## src/adsr_pkg.sv

```systemverilog
`timescale 1ns / 1ps
`default_nettype none

package adsr_pkg;

	// Envelope geometry
	localparam int CYCLE_LEN = 2048;
	localparam int LEVEL_MAX = 4095;
	localparam int HALF_LEN  = CYCLE_LEN / 2;

	// Field and register widths
	localparam int POS_W  = $clog2(CYCLE_LEN);
	localparam int LVL_W  = 12;
	localparam int CFG_W  = 16;
	localparam int ADDR_W = 4;
	localparam int DATA_W = 32;

	// Slope divider: one quotient bit per cycle
	localparam int DIV_STEPS = LVL_W;
	localparam int DIV_CNT_W = $clog2(DIV_STEPS);

	// Register map (word index)
	localparam logic [1:0] REG_ATTACK  = 2'd0;
	localparam logic [1:0] REG_DECAY   = 2'd1;
	localparam logic [1:0] REG_SUSTAIN = 2'd2;
	localparam logic [1:0] REG_RELEASE = 2'd3;

	// Register reset values
	localparam logic [CFG_W-1:0] ATTACK_RST  = CFG_W'(512);
	localparam logic [CFG_W-1:0] DECAY_RST   = CFG_W'(256);
	localparam logic [CFG_W-1:0] SUSTAIN_RST = CFG_W'(2048);
	localparam logic [CFG_W-1:0] RELEASE_RST = CFG_W'(512);

	typedef enum logic [2:0] {
		ST_START   = 3'd0,
		ST_ATTACK  = 3'd1,
		ST_DECAY   = 3'd2,
		ST_SUSTAIN = 3'd3,
		ST_RELEASE = 3'd4,
		ST_REST    = 3'd5
	} stage_t;

	typedef enum logic [1:0] {
		ERR_NONE      = 2'd0,
		ERR_SUSTAIN   = 2'd1,
		ERR_ZERO_TIME = 2'd2
	} err_t;

	// One word of envelope state as kept in the state memory
	typedef struct packed {
		logic [POS_W-1:0] pos;
		logic [LVL_W-1:0] cur;
		stage_t           stage;
		logic [LVL_W-1:0] rise;
		logic [LVL_W-1:0] fall;
		logic [LVL_W-1:0] rel;
	} env_state_t;

endpackage

`default_nettype wire

```

## src/adsr_envelope_generator.sv

```systemverilog
`timescale 1ns / 1ps
`default_nettype none

// Channel   | valid        | stall        | payload
// ----------+--------------+--------------+-------------------------------------------
// item in   | item_valid   | item_stall   | restart
// sample out| sample_valid | sample_stall | level, sample_index, phase, config_error,
//           |              |              | cycle_last
// config    | psel/penable | pready (=1)  | paddr, pwrite, pwdata, prdata
//
// Each accepted beat passes through reading the state memory, load, evaluate and
// write back, and hand off to the output register; item_stall stays high until the hand-off.
// Sample 0 adds the two slope divisions and the first sample of release adds the
// release division, each run on the 12-step shift-subtract divider.
// Reset clears the control state and the configuration registers to their defaults;
// the state memory reads as all zero until its first write.
// A stalled output holds its beat; the finished beat waits for the output register
// and the next beat is not taken until it has moved there.
module adsr_envelope_generator (
	input  wire logic                        clk,
	input  wire logic                        arst_n,
	// configuration port
	input  wire logic                        psel,
	input  wire logic                        penable,
	input  wire logic                        pwrite,
	input  wire logic [adsr_pkg::ADDR_W-1:0] paddr,
	input  wire logic [adsr_pkg::DATA_W-1:0] pwdata,
	output logic      [adsr_pkg::DATA_W-1:0] prdata,
	output logic                             pready,
	// item channel
	input  wire logic                        item_valid,
	output logic                             item_stall,
	input  wire logic                        restart,
	// sample channel
	output logic                             sample_valid,
	input  wire logic                        sample_stall,
	output logic      [adsr_pkg::LVL_W-1:0]  level,
	output logic      [adsr_pkg::POS_W-1:0]  sample_index,
	output logic      [2:0]                  phase,
	output logic      [1:0]                  config_error,
	output logic                             cycle_last
);

	localparam int LW = adsr_pkg::LVL_W;
	localparam int CW = adsr_pkg::CFG_W;
	localparam int PW = adsr_pkg::POS_W;
	localparam logic [adsr_pkg::DIV_CNT_W-1:0] DivLast =
		adsr_pkg::DIV_CNT_W'(adsr_pkg::DIV_STEPS - 1);
	localparam logic [adsr_pkg::DIV_CNT_W-1:0] DivOne = adsr_pkg::DIV_CNT_W'(1);
	localparam logic [PW-1:0] HalfPos  = PW'(adsr_pkg::HALF_LEN);
	localparam logic [PW-1:0] LastPos  = PW'(adsr_pkg::CYCLE_LEN - 1);
	localparam logic [PW:0]   CycleEnd = (PW + 1)'(adsr_pkg::CYCLE_LEN);

	typedef enum logic [2:0] {
		S_IDLE,
		S_LOAD,
		S_EVAL,
		S_DIV,
		S_PUSH
	} fsm_t;

	typedef enum logic [1:0] {
		DT_RISE,
		DT_FALL,
		DT_REL
	} div_tgt_t;

	fsm_t fsm_q;

	// configuration registers
	logic [CW-1:0] attack_len_q;
	logic [CW-1:0] decay_len_q;
	logic [CW-1:0] sustain_level_q;
	logic [CW-1:0] release_len_q;
	logic          cfg_wr;

	// state memory
	adsr_pkg::env_state_t state_mem [1];
	adsr_pkg::env_state_t rd_q;
	adsr_pkg::env_state_t rd_sel;
	logic                 mem_vld_q;
	logic                 mem_re;
	logic                 mem_we;

	// working copy of the state for the beat in flight
	logic            restart_q;
	logic [PW-1:0]   pos_q;
	logic [LW-1:0]   cur_q;
	adsr_pkg::stage_t stg_q;
	logic [LW-1:0]   rise_q;
	logic [LW-1:0]   fall_q;
	logic [LW-1:0]   rel_q;
	adsr_pkg::err_t  err_q;
	adsr_pkg::err_t  cfg_err;
	logic            slopes_done_q;

	// divider
	logic [CW-1:0]                   div_rem_q;
	logic [LW-1:0]                   div_dvd_q;
	logic [CW-1:0]                   div_dvs_q;
	logic [adsr_pkg::DIV_CNT_W-1:0]  div_cnt_q;
	div_tgt_t                        div_tgt_q;
	logic [CW:0]                     div_trial;
	logic                            div_ge;
	logic [CW-1:0]                   div_rem_nxt;
	logic [LW-1:0]                   div_quo;

	// evaluation
	logic [PW:0]          pos_inc;
	logic [PW-1:0]        pos_nxt;
	logic [LW:0]          rise_sum;
	logic [CW:0]          atk_dec_end;
	logic [CW:0]          rel_end;
	logic [CW:0]          fall_floor;
	logic [LW-1:0]        sus_lvl;
	logic                 go_att;
	logic                 in_dec;
	logic                 in_sus;
	logic                 att_ok;
	logic                 dec_win;
	logic                 dec_low;
	logic                 sus_win;
	logic                 rel_win;
	logic                 rel_low;
	logic                 ev_need_slopes;
	logic                 ev_need_rel;
	logic [LW-1:0]        ev_lvl;
	adsr_pkg::stage_t     ev_ph;
	adsr_pkg::env_state_t ev_nxt;

	// result waiting for the output register
	logic [LW-1:0]    res_lvl_q;
	logic [PW-1:0]    res_pos_q;
	adsr_pkg::stage_t res_ph_q;
	adsr_pkg::err_t   res_err_q;
	logic             res_last_q;
	logic             out_load;

	// APB: zero wait states, writes on the access phase
	assign pready = 1'b1;
	assign cfg_wr = psel && penable && pwrite && pready;

	always_ff @(posedge clk or negedge arst_n) begin
		if (!arst_n) begin
			attack_len_q    <= adsr_pkg::ATTACK_RST;
			decay_len_q     <= adsr_pkg::DECAY_RST;
			sustain_level_q <= adsr_pkg::SUSTAIN_RST;
			release_len_q   <= adsr_pkg::RELEASE_RST;
		end else if (cfg_wr) begin
			case (paddr[3:2])
				adsr_pkg::REG_ATTACK:  attack_len_q    <= pwdata[CW-1:0];
				adsr_pkg::REG_DECAY:   decay_len_q     <= pwdata[CW-1:0];
				adsr_pkg::REG_SUSTAIN: sustain_level_q <= pwdata[CW-1:0];
				adsr_pkg::REG_RELEASE: release_len_q   <= pwdata[CW-1:0];
				default: ;
			endcase
		end
	end

	always_comb begin
		case (paddr[3:2])
			adsr_pkg::REG_ATTACK:  prdata = adsr_pkg::DATA_W'(attack_len_q);
			adsr_pkg::REG_DECAY:   prdata = adsr_pkg::DATA_W'(decay_len_q);
			adsr_pkg::REG_SUSTAIN: prdata = adsr_pkg::DATA_W'(sustain_level_q);
			adsr_pkg::REG_RELEASE: prdata = adsr_pkg::DATA_W'(release_len_q);
			default:               prdata = '0;
		endcase
	end

	// configuration check: sustain range first, then zero lengths
	always_comb begin
		if (sustain_level_q > CW'(adsr_pkg::LEVEL_MAX))
			cfg_err = adsr_pkg::ERR_SUSTAIN;
		else if (attack_len_q == '0 || decay_len_q == '0 || release_len_q == '0)
			cfg_err = adsr_pkg::ERR_ZERO_TIME;
		else
			cfg_err = adsr_pkg::ERR_NONE;
	end

	// State memory: one read at accept, one write at the end of evaluation.
	// The sequencer never lets the two meet.
	assign item_stall = (fsm_q != S_IDLE);
	assign mem_re     = item_valid && (fsm_q == S_IDLE);
	assign mem_we     = (fsm_q == S_EVAL) && !ev_need_slopes && !ev_need_rel;
	assign rd_sel     = mem_vld_q ? rd_q : '0;

	always_ff @(posedge clk) begin
		if (mem_we)
			state_mem[0] <= ev_nxt;
		if (mem_re)
			rd_q <= state_mem[0];
	end

	// Shift-subtract divider step
	assign div_trial   = {div_rem_q, div_dvd_q[LW-1]};
	assign div_ge      = div_trial >= {1'b0, div_dvs_q};
	assign div_rem_nxt = div_ge ? CW'(div_trial - {1'b0, div_dvs_q}) : div_trial[CW-1:0];
	assign div_quo     = {div_dvd_q[LW-2:0], div_ge};

	// Range checks for the envelope step, all side by side
	assign pos_inc     = {1'b0, pos_q} + (PW + 1)'(1);
	assign pos_nxt     = (pos_inc >= CycleEnd) ? '0 : pos_inc[PW-1:0];
	assign rise_sum    = {1'b0, cur_q} + {1'b0, rise_q};
	assign atk_dec_end = {1'b0, attack_len_q} + {1'b0, decay_len_q};
	assign rel_end     = (CW + 1)'(adsr_pkg::HALF_LEN) + {1'b0, release_len_q};
	assign fall_floor  = (CW + 1)'(fall_q) + {1'b0, sustain_level_q};
	assign sus_lvl     = sustain_level_q[LW-1:0];

	assign go_att  = (stg_q == adsr_pkg::ST_START) || (stg_q == adsr_pkg::ST_ATTACK);
	assign in_dec  = go_att || (stg_q == adsr_pkg::ST_DECAY);
	assign in_sus  = in_dec || (stg_q == adsr_pkg::ST_SUSTAIN);
	assign sus_win = pos_q < HalfPos;
	assign att_ok  = (CW'(pos_q) < attack_len_q) && sus_win &&
		(rise_sum <= (LW + 1)'(adsr_pkg::LEVEL_MAX));
	assign dec_win = ((CW + 1)'(pos_q) < atk_dec_end) && sus_win;
	assign dec_low = (CW + 1)'(cur_q) < fall_floor;
	assign rel_win = (CW + 1)'(pos_q) < rel_end;
	assign rel_low = cur_q < rel_q;

	// One envelope step from the working state
	always_comb begin
		ev_need_slopes = 1'b0;
		ev_need_rel    = 1'b0;
		ev_lvl         = '0;
		ev_ph          = adsr_pkg::ST_REST;
		ev_nxt.pos     = pos_nxt;
		ev_nxt.cur     = cur_q;
		ev_nxt.stage   = stg_q;
		ev_nxt.rise    = rise_q;
		ev_nxt.fall    = fall_q;
		ev_nxt.rel     = rel_q;
		if (pos_q == '0) begin
			ev_ph      = adsr_pkg::ST_START;
			ev_nxt.cur = '0;
			ev_nxt.rel = '0;
			if (err_q != adsr_pkg::ERR_NONE) begin
				ev_nxt.stage = adsr_pkg::ST_REST;
			end else begin
				ev_nxt.stage   = adsr_pkg::ST_ATTACK;
				ev_need_slopes = !slopes_done_q;
			end
		end else if (err_q != adsr_pkg::ERR_NONE) begin
			ev_nxt.cur   = '0;
			ev_nxt.stage = adsr_pkg::ST_REST;
		end else if (go_att && att_ok) begin
			ev_nxt.cur = rise_sum[LW-1:0];
			ev_lvl     = rise_sum[LW-1:0];
			ev_ph      = adsr_pkg::ST_ATTACK;
		end else if (in_dec && dec_win) begin
			// decay, clamped to the sustain level
			if (dec_low) begin
				ev_nxt.cur   = sus_lvl;
				ev_lvl       = sus_lvl;
				ev_ph        = adsr_pkg::ST_SUSTAIN;
				ev_nxt.stage = adsr_pkg::ST_SUSTAIN;
			end else begin
				ev_nxt.cur   = cur_q - fall_q;
				ev_lvl       = cur_q - fall_q;
				ev_ph        = adsr_pkg::ST_DECAY;
				ev_nxt.stage = adsr_pkg::ST_DECAY;
			end
		end else if (in_sus && sus_win) begin
			ev_nxt.cur   = sus_lvl;
			ev_lvl       = sus_lvl;
			ev_ph        = adsr_pkg::ST_SUSTAIN;
			ev_nxt.stage = adsr_pkg::ST_SUSTAIN;
		end else if (in_sus) begin
			// half cycle reached: release slope first, then evaluate again
			ev_need_rel = 1'b1;
		end else if ((stg_q == adsr_pkg::ST_RELEASE) && rel_win) begin
			if (rel_low) begin
				ev_nxt.cur   = '0;
				ev_nxt.stage = adsr_pkg::ST_REST;
			end else begin
				ev_nxt.cur = cur_q - rel_q;
				ev_lvl     = cur_q - rel_q;
				ev_ph      = adsr_pkg::ST_RELEASE;
			end
		end else begin
			ev_nxt.cur   = '0;
			ev_nxt.stage = adsr_pkg::ST_REST;
		end
	end

	// Working registers, divider and pending result
	always_ff @(posedge clk) begin
		case (fsm_q)
			S_IDLE: begin
				restart_q <= restart;
			end
			S_LOAD: begin
				pos_q         <= restart_q ? '0 : rd_sel.pos;
				cur_q         <= rd_sel.cur;
				stg_q         <= rd_sel.stage;
				rise_q        <= rd_sel.rise;
				fall_q        <= rd_sel.fall;
				rel_q         <= rd_sel.rel;
				err_q         <= cfg_err;
				slopes_done_q <= 1'b0;
			end
			S_EVAL: begin
				if (ev_need_slopes) begin
					div_dvd_q <= LW'(adsr_pkg::LEVEL_MAX);
					div_dvs_q <= attack_len_q;
					div_rem_q <= '0;
					div_cnt_q <= DivLast;
					div_tgt_q <= DT_RISE;
				end else if (ev_need_rel) begin
					div_dvd_q <= cur_q;
					div_dvs_q <= release_len_q;
					div_rem_q <= '0;
					div_cnt_q <= DivLast;
					div_tgt_q <= DT_REL;
				end else begin
					res_lvl_q  <= ev_lvl;
					res_pos_q  <= pos_q;
					res_ph_q   <= ev_ph;
					res_err_q  <= err_q;
					res_last_q <= (pos_q == LastPos);
				end
			end
			S_DIV: begin
				if ((div_cnt_q == '0) && (div_tgt_q == DT_RISE)) begin
					// chain straight into the decay slope
					rise_q    <= div_quo;
					div_dvd_q <= LW'(CW'(adsr_pkg::LEVEL_MAX) - sustain_level_q);
					div_dvs_q <= decay_len_q;
					div_rem_q <= '0;
					div_cnt_q <= DivLast;
					div_tgt_q <= DT_FALL;
				end else begin
					div_rem_q <= div_rem_nxt;
					div_dvd_q <= div_quo;
					div_cnt_q <= div_cnt_q - DivOne;
					if (div_cnt_q == '0) begin
						case (div_tgt_q)
							DT_FALL: begin
								fall_q        <= div_quo;
								slopes_done_q <= 1'b1;
							end
							DT_REL: begin
								rel_q <= div_quo;
								stg_q <= adsr_pkg::ST_RELEASE;
							end
							default: ;
						endcase
					end
				end
			end
			default: ;
		endcase
	end

	// Sequencer and output register
	assign out_load = (fsm_q == S_PUSH) && (!sample_valid || !sample_stall);

	always_ff @(posedge clk or negedge arst_n) begin
		if (!arst_n) begin
			fsm_q        <= S_IDLE;
			mem_vld_q    <= 1'b0;
			sample_valid <= 1'b0;
			level        <= '0;
			sample_index <= '0;
			phase        <= '0;
			config_error <= '0;
			cycle_last   <= 1'b0;
		end else begin
			if (mem_we)
				mem_vld_q <= 1'b1;
			if (out_load) begin
				sample_valid <= 1'b1;
				level        <= res_lvl_q;
				sample_index <= res_pos_q;
				phase        <= res_ph_q;
				config_error <= res_err_q;
				cycle_last   <= res_last_q;
			end else if (sample_valid && !sample_stall) begin
				sample_valid <= 1'b0;
			end
			case (fsm_q)
				S_IDLE: begin
					if (item_valid)
						fsm_q <= S_LOAD;
				end
				S_LOAD: begin
					fsm_q <= S_EVAL;
				end
				S_EVAL: begin
					if (ev_need_slopes || ev_need_rel)
						fsm_q <= S_DIV;
					else
						fsm_q <= S_PUSH;
				end
				S_DIV: begin
					if ((div_cnt_q == '0) && (div_tgt_q != DT_RISE))
						fsm_q <= S_EVAL;
				end
				S_PUSH: begin
					if (out_load)
						fsm_q <= S_IDLE;
				end
				default: fsm_q <= S_IDLE;
			endcase
		end
	end

`ifndef SYNTHESIS
	a_mem_no_overlap: assert property (@(posedge clk) disable iff (!arst_n)
		mem_we |-> !mem_re)
		else $error("state memory read and write in the same cycle");

	a_div_nonzero: assert property (@(posedge clk) disable iff (!arst_n)
		(fsm_q == S_DIV) |-> (div_dvs_q != '0))
		else $error("divider running with a zero divisor");

	a_div_count: assert property (@(posedge clk) disable iff (!arst_n)
		(fsm_q == S_DIV) |-> (div_cnt_q <= DivLast))
		else $error("divider step count out of range");

	a_err_rest: assert property (@(posedge clk) disable iff (!arst_n)
		(mem_we && (err_q != adsr_pkg::ERR_NONE)) |->
		((ev_lvl == '0) && (ev_nxt.stage == adsr_pkg::ST_REST)))
		else $error("configuration error did not force rest");

	a_push_lands: assert property (@(posedge clk) disable iff (!arst_n)
		((fsm_q == S_PUSH) && !sample_valid) |=> sample_valid)
		else $error("finished beat not moved to the output register");
`endif

endmodule

`default_nettype wire
```

## config.mk

```make
export PLATFORM = sky130hd
export DESIGN_NAME = adsr_envelope_generator
export DESIGN_NICKNAME = d
export VERILOG_FILES = /design/src/adsr_pkg.sv /design/src/adsr_envelope_generator.sv
export SDC_FILE = /design/constraint.sdc
export NUM_CORES = 1
export LEC_CHECK = 0
export BUFFER_PORTS_ARGS = -buffer_cell sky130_fd_sc_hd__buf_2
export CAP_MARGIN = 20
export CORE_UTILIZATION = 50
export CTS_BUF_LIST = sky130_fd_sc_hd__clkbuf_16
export DETAILED_ROUTE_END_ITERATION = 7
export PLACE_DENSITY = 0.65
export SLEW_MARGIN = 20
export SYNTH_ARGS = -nofsm -noshare
export SYNTH_HDL_FRONTEND = slang
export SYNTH_SLANG_ARGS = --single-unit
```

## constraint.sdc

```tcl
create_clock -name clk -period 13.1 [get_ports clk]
set_clock_uncertainty 0.1 [all_clocks]
set_input_delay 2.62 -clock clk [delete_from_list [all_inputs] [get_ports clk]]
set_output_delay 2.62 -clock clk [all_outputs]
set_load 0.01 [all_outputs]
```

# After elaboration in Yosys (flattened, before gate mapping)
# Memories as Yosys holds them, arrays and structs flattened. A register that Yosys moved wholly into a read port is not among the register bits.
# Index checks and enable logic that the tools add are counted.
# word_totals
reg_bits	243
inputBits	44
mem_bits_rw	62
memories	1
output_inout_bits	64
word_cells	223
# mem_list
name	words	word_bits	read_ports	rd_clocked_by_memory_dff	write_ports	line_no	source
state_mem	1	62	1	1	1	adsr_envelope_generator.sv:78	adsr_pkg::env_state_t state_mem [1];
# op_classes
n_lt_le_gt_ge	10
n_eq_ne	23
n_addsub	10
n_reduce_logical	57
n_mux	87
bitwise	3
# ops
cell	count
$mux W12	19
$pmux W32 S4	1
$mux W16	7
$mux W15	7
$pmux W12 S2	4
$pmux W16 S2	2
$logic_not A16 Y1	3
$mux W3	14
$mux W39	1
$lt A11 B17 Y1	2
$sub A12 B12 Y12	2
$mux W1	19
$add A11 B16 Y17 const A	1
$add A12 B16 Y17	1
$add A16 B16 Y17	1
$ge A17 B16 Y1	1
$lt A12 B17 Y1	1
$gt A16 B12 Y1 const B	1
$logic_and A1 B1 Y1	16
$lt A11 B16 Y1	1
$sub A16 B16 Y16	1
$pmux W3 S5	1
$add A12 B12 Y13	1
$le A13 B12 Y1 const B	1
36 further kinds	82

# Longest topological paths before layout
# logic_depth
ltp_word	14
mapped_depth	20
mapped_depth_nobuf	19

# Least setup slack after synthesis
# No wires, ideal clock.
# synth_timing
path_type	register -> register
from	reg cur_q[2]
to	mem state_mem[0][0] in the netlist's numbering (enable)
path_stages_with_launch	9
t_arrival_ns	6.280
n_path_buf	0
period_less_slack_ns	6.938
setup_ns	0.558
slack_ns	6.162
required_time_ns	12.442
path_cell_list	edfxtp_1 -> ha_1 -> nor2b_1 -> o31ai_1 -> a21oi_1 -> and4_1 -> o311ai_0 -> nand2_1 -> nor3_1
# synth_via
elab_chain_cells	11
# synth_lines
item	line_no	source
start, declared	adsr_envelope_generator.sv:88	logic [LW-1:0] cur_q;
start signal, assigned	adsr_envelope_generator.sv:293	cur_q <= rd_sel.cur;
$add A12 B12 Y13	adsr_envelope_generator.sv:203	assign rise_sum = {1'b0, cur_q} + {1'b0, rise_q};
$le A13 B12 Y1	adsr_envelope_generator.sv:214	(rise_sum <= (LW + 1)'(adsr_pkg::LEVEL_MAX));
$logic_and A1 B1 Y1	adsr_envelope_generator.sv:213	assign att_ok = (CW'(pos_q) < attack_len_q) && sus_win &&
$logic_and A1 B1 Y1	adsr_envelope_generator.sv:245	end else if (go_att && att_ok) begin
$mux W1	adsr_envelope_generator.sv:245	
$mux W1	adsr_envelope_generator.sv:242	end else if (err_q != adsr_pkg::ERR_NONE) begin
$mux W1	adsr_envelope_generator.sv:232	if (pos_q == '0) begin
$logic_not A1 Y1	adsr_envelope_generator.sv:184	assign mem_we = (fsm_q == S_EVAL) && !ev_need_slopes && !ev_need_rel;
$logic_and A1 B1 Y1	adsr_envelope_generator.sv:184	
via mem_we	adsr_envelope_generator.sv:83	logic mem_we;
$mux W1	adsr_envelope_generator.sv:188	if (mem_we)
$mux W1 (implied by the code)	adsr_envelope_generator.sv:189	state_mem[0] <= ev_nxt;
end, declared	adsr_envelope_generator.sv:78	
# The timed path passes the listed nets, and every way through them passes these cells.

# Final worst setup path
# layout_timing
from	in paddr[3] in the netlist's numbering
to	out prdata[10] in the netlist's numbering
# layout_via
elab_chain_cells	2
elab_cells_between_ends	5
classes_between	eq/ne (3); mux (1); reduce/logical (1)
# layout_lines
item	line_no	source
start, declared	adsr_envelope_generator.sv:26	input wire logic [adsr_pkg::ADDR_W-1:0] paddr,
$eq A2 B2 Y1, or another cell as far along	adsr_envelope_generator.sv:161	case (paddr[3:2])
$pmux W32 S4 *	adsr_envelope_generator.sv:161	
end, declared	adsr_envelope_generator.sv:28	output logic [adsr_pkg::DATA_W-1:0] prdata,
# Every way passes the cells marked *; elsewhere a longest branch is shown, timed or not. The select of a mux whose other input is x is not followed.

==> metrics.txt <==
status=completed; Critical Path Fanout Max=20; CTS Buf Count=40; Starting Density=0.511; WL met3=3.30 mm; First DRT Iteration DRCs=1409; top routing layer in use=met5; synth warn=0; vias per inst=6.07; area share of the largest cell type after synthesis=0.406; cells after synthesis=1691; Yosys top cell by area=edfxtp_1; hold_buf cts=0; Port Buffers=72; max-cap viol count=0; Final ANT Viol Nets=0; Clock Sinks=367; Distinct cells, synth=75; leakage power=0.00904 uW; post-DP HPWL=38.3 mm; cell area after synthesis=19900 um^2; Chip Width=201 um; most common cell in the synthesized netlist=edfxtp_1; post-DR wirelength/cell=23.2 um; Antenna Diode Count=0; CP Data Required Time=10.38 ns; clock root cell=clkbuf_16; Post-synth ARST share=0.267; post-CTS sizing=0; final cycle utilization of the critical path=0.507; VDD IR max=0.114 mV; Seq cells post-synth=367; Residual DRC=0; post-CTS setup repair buffer count=0; num ports=108; Skew-Pair Late Insertion Delay=0.58 ns; full die area=40600 um^2; Crit-path slowest cell=mux4_2; CP endpoint kind=primary output; GPL Wtd Cong=0.935; dpl cells=2255; Final Hold Vio Count=0; HP Class=reg -> reg; first-pass GRT wire length=82.7 mm; wirelength, routed=54.0 mm; CTS tree=built; biggest cell delay along the critical path=0.63 ns; Slew Limit Fails=0; clock slew at reported path FFs=0.06 ns; minimum clock period after layout=6.64 ns; First-pass DRT Iterations=6; crit path kind=in -> out; worst reg2reg setup slack=7.68 ns; reg2reg path depth=19; max_slew headroom=0.301; WL met2=24.6 mm; global route overflow=0; EDFF count, synth=269; htree depth=2; Metal-1 WL=23.9 mm; fin nets=1954; Cell Count, Final, Fillers Out=2329; RSZ-0062 raised after global routing=false; Die Y=201 um; WP data arrival=3.92 ns; Setup violations, final=0; slew at the pin closest to its max-slew limit=1.04 ns; vias in the first global route=13500; site row count=72; most frequent cells after synthesis=269 x edfxtp_1, 125 x ha_1, 119 x nor2_1; Seq/Total Area, Yosys=0.529; core area=38900 um^2; CTS max path bufs=3; synth top area cells=edfxtp_1 41%, dfrtp_1 12%, ha_1 7.9%; CP startpoint kind=primary input; main flop type after synthesis=edfxtp_1; pwr dens=234 nW/um^2; crit-path cells=buf_2, mux4_2, buf_2; CP Capture Point=prdata[10]; Max Freq=151 MHz; mean area per synthesized cell=11.8 um^2; CP startpoint=paddr[3]; Total GRT Usage=0.269; Reg2Reg Capture Point=res_lvl_q[11]$_SDFFCE_PP0P_; pin count of the biggest net entering global routing=63; via count=14100; initial antenna violation count=1; layout cells sized above 1=0.169; TNS Setup=0 ns; Crit path top cell by count=buf_2; synthesis-to-finish area growth=12.1%; reg2reg start=attack_len_q[0]$_DFFE_PN0P_
## flip-flops by register name, indices dropped and copies added, names as in the netlist, 16 cells and up
signal           flops
div_rem_q           16
attack_len_q        16
div_dvs_q           16
rd_q                62
sustain_level_q     16
state_mem           62
release_len_q       16
decay_len_q         16
## where the power goes
| group | switching [uW] | internal [uW] |
|---|---|---|
| clock | 489 | 664 |
| sequential | 302 | 1740 |
| combinational | 1190 | 836 |
| total | 1980 | 3240 |
## cell families (layout without fill, tap and decap cells)
| group | Yosys count | in the layout | synth area share |
|---|---|---|---|
| simple gates | 428 | 428 | 0.107 |
| compound gates | 390 | 390 | 0.133 |
| flops | 367 | 367 | 0.529 |
| buf+inv | 182 | 287 | 0.0385 |
| fa+ha+maj | 131 | 131 | 0.0846 |
| mux | 126 | 126 | 0.0790 |
| xor+xnor | 65 | 65 | 0.0286 |
| other cells | 2 | 17 | 0.000377 |
## worst min-delay path by stage
| stage | end | slack (ns) | cells past startpoint | start |
|---|---|---|---|---|
| 2_1_floorplan | rd_q[0]$_DFFE_PP_ | 0.30 | 0 | state_mem[0][0]$_SDFFCE_PP0P_ |
| 3_3_place_gp | rd_q[54]$_DFFE_PP_ | 0.30 | 0 | state_mem[0][54]$_SDFFCE_PP0P_ |
| 3_5_place_dp | rd_q[10]$_DFFE_PP_ | 0.30 | 0 | state_mem[0][10]$_SDFFCE_PP0P_ |
| 4_1_cts | rd_q[16]$_DFFE_PP_ | 0.31 | 0 | state_mem[0][16]$_DFFE_PP_ |
| 5_1_grt | rd_q[5]$_DFFE_PP_ | 0.32 | 0 | state_mem[0][5]$_SDFFCE_PP0P_ |
| 6_report | rd_q[16]$_DFFE_PP_ | 0.31 | 0 | state_mem[0][16]$_DFFE_PP_ |
## placed cells by master, fill, tap and decap left out, types with 34 or more instances in the layout
cell type	instances
a21oi_1	89
mux2_2	89
edfxtp_1	269
a31oi_1	44
buf_4	36
o21ai_0	55
buf_2	71
xnor2_1	40
inv_1	119
nand2_1	88
nor3_1	37
nor2_1	117
dfrtp_1	94
a22o_1	36
clkbuf_16	40
ha_1	125
nand3_1	34
## metrics by stage
| step | hold slack, ns | setup slack [ns] | util | power (uW) | instance area [um^2] |
|---|---|---|---|---|---|
| floorplan | 0.300 | 6.16 | - | 3380 | 20000 |
| global placement | 0.300 | 6.44 | 0.538 | 3990 | 20900 |
| detailed placement | 0.305 | 6.42 | 0.538 | 4050 | 21000 |
| CTS | 0.312 | 6.42 | 0.573 | 5220 | 22300 |
| global route | 0.323 | 6.38 | 0.573 | 5530 | 22300 |
| finish | 0.309 | 6.46 | 0.573 | 5220 | 22300 |
## worst max-delay path: cells and delay by family
family | cells | cell delay (ns)
buffers and inverters | 2 | 0.66
muxes | 1 | 0.63
## layout make-up
class / instances / area (um^2)
Clock buffer: 40 / 1000
Timing Repair Buffer: 108 / 637
Inverter: 105 / 394
Fill cell: 3281 / 16600
Multi-Input combinational cell: 1157 / 8750
Tap cell: 518 / 648
Clock inverter: 34 / 338
Sequential cell: 367 / 10500
## routing by layer
| layer | track usage | vias up |
|---|---|---|
| li1 | - | 6492 |
| met1 | 0.382 | 6968 |
| met2 | 0.416 | 576 |
| met3 | 0.0410 | 107 |
| met4 | 0.107 | 2 |
| met5 | 0 | - |
Power figures use the tool's default switching activity.
